[config.mk]
export PLATFORM = sky130hd
export DESIGN_NAME = arlt_ctrl
export DESIGN_NICKNAME = d
export VERILOG_FILES = /design/src/address_range_lookup_table_defines.svh /design/src/arlt_pkg.sv /design/src/arlt_ctrl.sv
export SDC_FILE = /design/constraint.sdc
export NUM_CORES = 1
export LEC_CHECK = 0
export BUFFER_PORTS_ARGS = -buffer_cell sky130_fd_sc_hd__clkbuf_2
export CAP_MARGIN = 20
export CELL_PAD_IN_SITES_DETAIL_PLACEMENT = 0
export CELL_PAD_IN_SITES_GLOBAL_PLACEMENT = 1
export CORE_MARGIN = 5
export CORE_UTILIZATION = 30
export CTS_BUF_LIST = sky130_fd_sc_hd__clkbuf_8
export DETAILED_ROUTE_END_ITERATION = 8
export PLACE_DENSITY = 0.83
export SKIP_CTS_REPAIR_TIMING = 1
export SLEW_MARGIN = 20
export SYNTH_ARGS = -nofsm -noshare
export SYNTH_HDL_FRONTEND = slang
export SYNTH_SLANG_ARGS = --single-unit
[constraint.sdc]
create_clock -name clk -period 3.44 [get_ports clk]
set_input_delay 0.172 -clock clk [delete_from_list [all_inputs] [get_ports clk]]
set_output_delay 0.172 -clock clk [all_outputs]
set_load 0.01 [all_outputs]
[src/address_range_lookup_table_defines.svh]
// assertion macros for the address range lookup table sources, included by arlt_dp
// no dependencies; define SYNTH to drop the checks
`ifndef ADDRESS_RANGE_LOOKUP_TABLE_DEFINES_SVH
`define ADDRESS_RANGE_LOOKUP_TABLE_DEFINES_SVH

`ifndef SYNTH
`define ARLT_ASSERT(label, clk, rst, expr) \
  label: assert property (@(posedge clk) disable iff (rst) (expr)) \
    else $error("arlt check failed");
`define ARLT_ASSERT_IMPL(label, clk, rst, ante, cons) \
  label: assert property (@(posedge clk) disable iff (rst) (ante) |-> (cons)) \
    else $error("arlt check failed");
`define ARLT_ASSERT_NEXT(label, clk, rst, ante, cons) \
  label: assert property (@(posedge clk) disable iff (rst) (ante) |=> (cons)) \
    else $error("arlt check failed");
`else
`define ARLT_ASSERT(label, clk, rst, expr)
`define ARLT_ASSERT_IMPL(label, clk, rst, ante, cons)
`define ARLT_ASSERT_NEXT(label, clk, rst, ante, cons)
`endif

`endif

[src/arlt_pkg.sv]
// shared types, codes and defaults for the address range lookup table
// no dependencies
package arlt_pkg;

  localparam int MAX_REGIONS_DEF = 256;
  localparam int ID_BITS_DEF     = 16;

  localparam int CMD_W    = 2;
  localparam int ADDR_W   = 32;
  localparam int LEN_W    = 32;
  localparam int RID_W    = 16;
  localparam int STATUS_W = 2;
  localparam int COUNT_W  = 9;

  localparam logic [CMD_W-1:0] CMD_CLEAR  = 2'd0;
  localparam logic [CMD_W-1:0] CMD_INSERT = 2'd1;
  localparam logic [CMD_W-1:0] CMD_LOOKUP = 2'd2;

  localparam logic [STATUS_W-1:0] ST_OK   = 2'd0;
  localparam logic [STATUS_W-1:0] ST_FULL = 2'd1;
  localparam logic [STATUS_W-1:0] ST_MISS = 2'd2;

  typedef struct packed {
    logic [CMD_W-1:0]  cmd;
    logic [ADDR_W-1:0] start_address;
    logic [LEN_W-1:0]  byte_length;
    logic [RID_W-1:0]  region_id;
    logic [ADDR_W-1:0] query_address;
  } arlt_req_t;

  typedef struct packed {
    logic [STATUS_W-1:0] status;
    logic [RID_W-1:0]    found_id;
    logic [ADDR_W-1:0]   found_start;
    logic                at_region_start;
    logic [COUNT_W-1:0]  entry_count;
  } arlt_rsp_t;

  typedef enum logic [3:0] {
    S_IDLE,
    S_DECODE,
    S_SRCH_RD,
    S_SRCH_CMP,
    S_SHIFT_RD,
    S_SHIFT_WR,
    S_LOOK_CMP,
    S_RESP
  } arlt_state_t;

  typedef enum logic [2:0] {
    RES_NONE,
    RES_OK,
    RES_FULL,
    RES_MISS,
    RES_LOOK
  } arlt_res_t;

  typedef struct packed {
    logic      capture;
    logic      clear_count;
    logic      srch_init;
    logic      srch_rd;
    logic      srch_step;
    logic      shift_init;
    logic      shift_rd;
    logic      shift_wr;
    logic      place;
    logic      look_rd;
    arlt_res_t res_sel;
    logic      load_out;
  } arlt_cmd_t;

  typedef struct packed {
    logic [CMD_W-1:0] cmd;
    logic             full;
    logic             srch_done;
    logic             shift_done;
    logic             ub_zero;
    logic             out_busy;
  } arlt_sts_t;

endpackage

[src/arlt_ctrl.sv]
// sequencer for clear, insert and lookup requests
// depends on arlt_pkg
module arlt_ctrl (
  input  logic                clk,
  input  logic                rst,
  input  logic                req_valid,
  output logic                req_ready,
  input  arlt_pkg::arlt_sts_t sts,
  output arlt_pkg::arlt_cmd_t cmd
);
  import arlt_pkg::*;

  arlt_state_t state, state_next;

  always_ff @(posedge clk) begin
    if (rst) begin
      state <= S_IDLE;
    end else begin
      state <= state_next;
    end
  end

  always_comb begin
    state_next = state;
    cmd        = '0;
    cmd.res_sel = RES_NONE;
    req_ready  = 1'b0;
    unique case (state)
      S_IDLE: begin
        // no request is taken while reset is held
        req_ready = !rst;
        if (req_valid && !rst) begin
          cmd.capture = 1'b1;
          state_next  = S_DECODE;
        end
      end
      S_DECODE: begin
        unique case (sts.cmd)
          CMD_CLEAR: begin
            cmd.clear_count = 1'b1;
            cmd.res_sel     = RES_OK;
            state_next      = S_RESP;
          end
          CMD_INSERT: begin
            if (sts.full) begin
              cmd.res_sel = RES_FULL;
              state_next  = S_RESP;
            end else begin
              cmd.srch_init = 1'b1;
              state_next    = S_SRCH_RD;
            end
          end
          CMD_LOOKUP: begin
            cmd.srch_init = 1'b1;
            state_next    = S_SRCH_RD;
          end
          default: begin
            cmd.res_sel = RES_OK;
            state_next  = S_RESP;
          end
        endcase
      end
      S_SRCH_RD: begin
        if (!sts.srch_done) begin
          cmd.srch_rd = 1'b1;
          state_next  = S_SRCH_CMP;
        end else if (sts.cmd == CMD_INSERT) begin
          cmd.shift_init = 1'b1;
          state_next     = S_SHIFT_RD;
        end else if (sts.ub_zero) begin
          cmd.res_sel = RES_MISS;
          state_next  = S_RESP;
        end else begin
          cmd.look_rd = 1'b1;
          state_next  = S_LOOK_CMP;
        end
      end
      S_SRCH_CMP: begin
        cmd.srch_step = 1'b1;
        state_next    = S_SRCH_RD;
      end
      S_SHIFT_RD: begin
        // open a slot at the insertion point, top entry first
        if (sts.shift_done) begin
          cmd.place   = 1'b1;
          cmd.res_sel = RES_OK;
          state_next  = S_RESP;
        end else begin
          cmd.shift_rd = 1'b1;
          state_next   = S_SHIFT_WR;
        end
      end
      S_SHIFT_WR: begin
        cmd.shift_wr = 1'b1;
        state_next   = S_SHIFT_RD;
      end
      S_LOOK_CMP: begin
        cmd.res_sel = RES_LOOK;
        state_next  = S_RESP;
      end
      S_RESP: begin
        if (!sts.out_busy) begin
          cmd.load_out = 1'b1;
          state_next   = S_IDLE;
        end
      end
      default: begin
        state_next = S_IDLE;
      end
    endcase
  end

endmodule

==> results.py <==
metrics = {
    "run_status": {
        "status": "finished clean",
    },
    "finish": {
        "area_delta_synth_final_pct": 41.5,
        "fin_cells": 93,
        "num_antenna_cells": 0,
        "reg_top3": "state: 3 flops",
        "regMostFlops": "state",
        "layout-drive-gt1-share_pct": 38.5,
        "largest_reg_flops": 3,
        "layout.nets": 92,
        "fin_area_sq_um": 563,
    },
    "timing": {
        "fin_crit_ps": 1770,
        "rsz0062_at_grt": "no",
        "timing.fmax_ghz": 0.563,
        "tightest_slew_ps": 520,
        "relSlewSlack_pct": 64.8,
        "hold_viol": 0,
        "finalSetupViolCount": 0,
        "setup-tns-final_ps": 0,
        "finalCritPeriodShare_pct": 51.6,
        "fin_ws_ps": 1670,
        "fin_worst_skew_ps": 3.19,
        "slew_violations": 0,
    },
    "floorplan": {
        "initial_utilization_pct": 31.0,
        "ios": 25,
        "die_area_sq_um": 2150,
        "die_h_um": 46.4,
        "die_x_um": 46.4,
        "core_sq_um": 1280,
        "row_count": 13,
    },
    "logic_synthesis": {
        "synth_cell_types": 28,
        "synth_compound_area_share_pct": 20.8,
        "syn-num-nets": 66,
        "synth_top_family_by_area": "simple AND/OR/NAND/NOR gates",
        "synth_ff_type": "dfxtp_1",
        "synth_cells": 53,
        "synth_seq_cells": 3,
        "async_reset_ff_share_pct": 0,
        "synth_xor_area_share_pct": 0,
        "synth_fa_ha_area_share_pct": 9.43,
        "yosysSeqAreaShare_pct": 15.1,
        "synth_edf_count": 0,
        "avgSynthCellArea_sq_um": 7.51,
        "synth_area_sq_um": 398,
        "synthMuxAreaShare_pct": 0,
        "synth-simple-area-share_pct": 45.3,
        "ys.warnings.count": 0,
    },
    "clocking": {
        "cts.sinks": 3,
        "cts_tree": "yes",
        "insertion_delay_ps": 220,
        "root_buffer": "clkbuf_8",
        "clkTransAtPathRegs_ps": 30,
        "htree_num_levels": 1,
        "numCtsBuffers": 3,
        "ctsLongestPathBuffers": 2,
    },
    "setup_path": {
        "arrival_ps": 1600,
        "startpoint_type": "flip-flop",
        "cp_max_fo": 14,
        "rr_worst_depth": 3,
        "worstSetupPathType": "flip-flop to output pin",
        "end_kind": "output pin",
        "worst-endpoint-required_ps": 3270,
    },
    "detailed_routing": {
        "initialDrtViolationCount": 9,
        "drt-total-wl_mm": 1.07,
        "vias": 479,
        "wl_per_cell_um": 11.5,
        "vias_per_cell": 5.15,
        "dr.pass1.iters": 5,
        "route.detailed.drc": 0,
        "ant_nets": 0,
    },
    "placement": {
        "dp_cells": 89,
        "place_area_sq_um": 518,
        "dpl_worst_slack_ps": 1840,
        "gp_congestion": 0.721,
        "post-dp-hpwl_um": 862,
        "placement.io_buffers": 24,
    },
    "grt": {
        "met3_usage_pct": 2.34,
        "grt_util_met1_pct": 13.1,
        "top_usage_layer": "met2",
        "grt_pass1_wl_mm": 1.60,
        "gr-total-overflow": 0,
        "grt.total_usage_pct": 10.7,
        "antenna_found_initial": 0,
        "grt_max_degree": 15,
        "first_global_vias": 390,
        "grtUsageMet2_pct": 15.7,
    },
    "power": {
        "ir_drop_uv": 297,
        "p_leak_nw": 0.298,
        "power_density_nw_per_um2": 677,
    },
    "run": {
        "cap_violations": 0,
    },
    "worst_hold_path": {
        "hp-class": "primary input to flip-flop",
        "holdPathStages": 2,
    },
}
-- where the power goes --
| part | internal, mW | total, mW | switching, mW | leakage (nW) |
|---|---|---|---|---|
| registers | 0.0512 | 0.0918 | 0.0405 | 0.0248 |
| clock network | 0.0761 | 0.101 | 0.0253 | 0.0269 |
| logic | 0.0930 | 0.188 | 0.0949 | 0.246 |
-- Yosys cell counts, drive strengths merged, types with 3 or more instances --
library cell / number / area, sq um
nand2: 3 / 11.3
ha: 3 / 37.5
nor3b: 3 / 22.5
nor2b: 5 / 31.3
dfxtp: 3 / 60.1
nor2: 4 / 15.0
inv: 5 / 18.8
-- per-layer routing --
metal	wire (um)	vias to the layer above
li1	-	244
met1	467	215
met2	510	17
met3	72	3
met4	23	0
met5	0	-
-- cells by family after synthesis --
group / after synthesis
buffers and inverters: 8
adder cells (fa/ha/maj): 3
AND/OR/NAND/NOR: 30
flip-flops: 3
AO/OA/AOI/OAI: 9
-- through the flow --
stage	hold WS (ps)	power (mW)	util [%]
final	207	0.381	43.8
after global placement	427	0.280	40.3
after CTS	207	0.384	43.8
after floorplan	238	0.236	-
after global routing	213	0.414	43.8
after detailed placement	434	0.281	40.3
-- area by class of cell --
class                           count  area (sq um)
Clock buffer                        3          41.3
Clock inverter                      1          3.75
Fill cell                         149           722
Inverter                            5          18.8
Multi-Input combinational cell     42           300
Sequential cell                     3          60.1
Tap cell                           15          18.8
Timing Repair Buffer               24           120
-- layout by cell type, fill, tap and decap left out, types with 2 or more instances in the layout --
cell type,netlist,layout
nor2_1,4,4
and3_1,2,2
nor2b_1,5,5
ha_1,3,3
nand3_1,2,2
or3_1,2,2
nand2_1,3,3
and2_1,2,2
clkbuf_8,0,3
nor3b_1,3,3
clkbuf_2,0,24
dfxtp_1,3,3
inv_1,5,6
o21ai_0,2,2
-- path summary, 6_finish.rpt --
kind | slack, ps | startpoint | endpoint
worst min register to register | 670 | state[1] | state[0]
worst max register to register | 1820 | state[0] | state[2]
worst max-delay path | 1670 | state[0] | cmd[1]
worst min-delay path | 210 | rst | state[0]
-- worst max-delay path, cell delays in order (launching register included) --
cell and delay [ps]:
dfxtp_1 410, nor4bb_1 530, nand3b_1 170, o211ai_1 120
clkbuf_2 160
(Power assumes the default switching activity.)
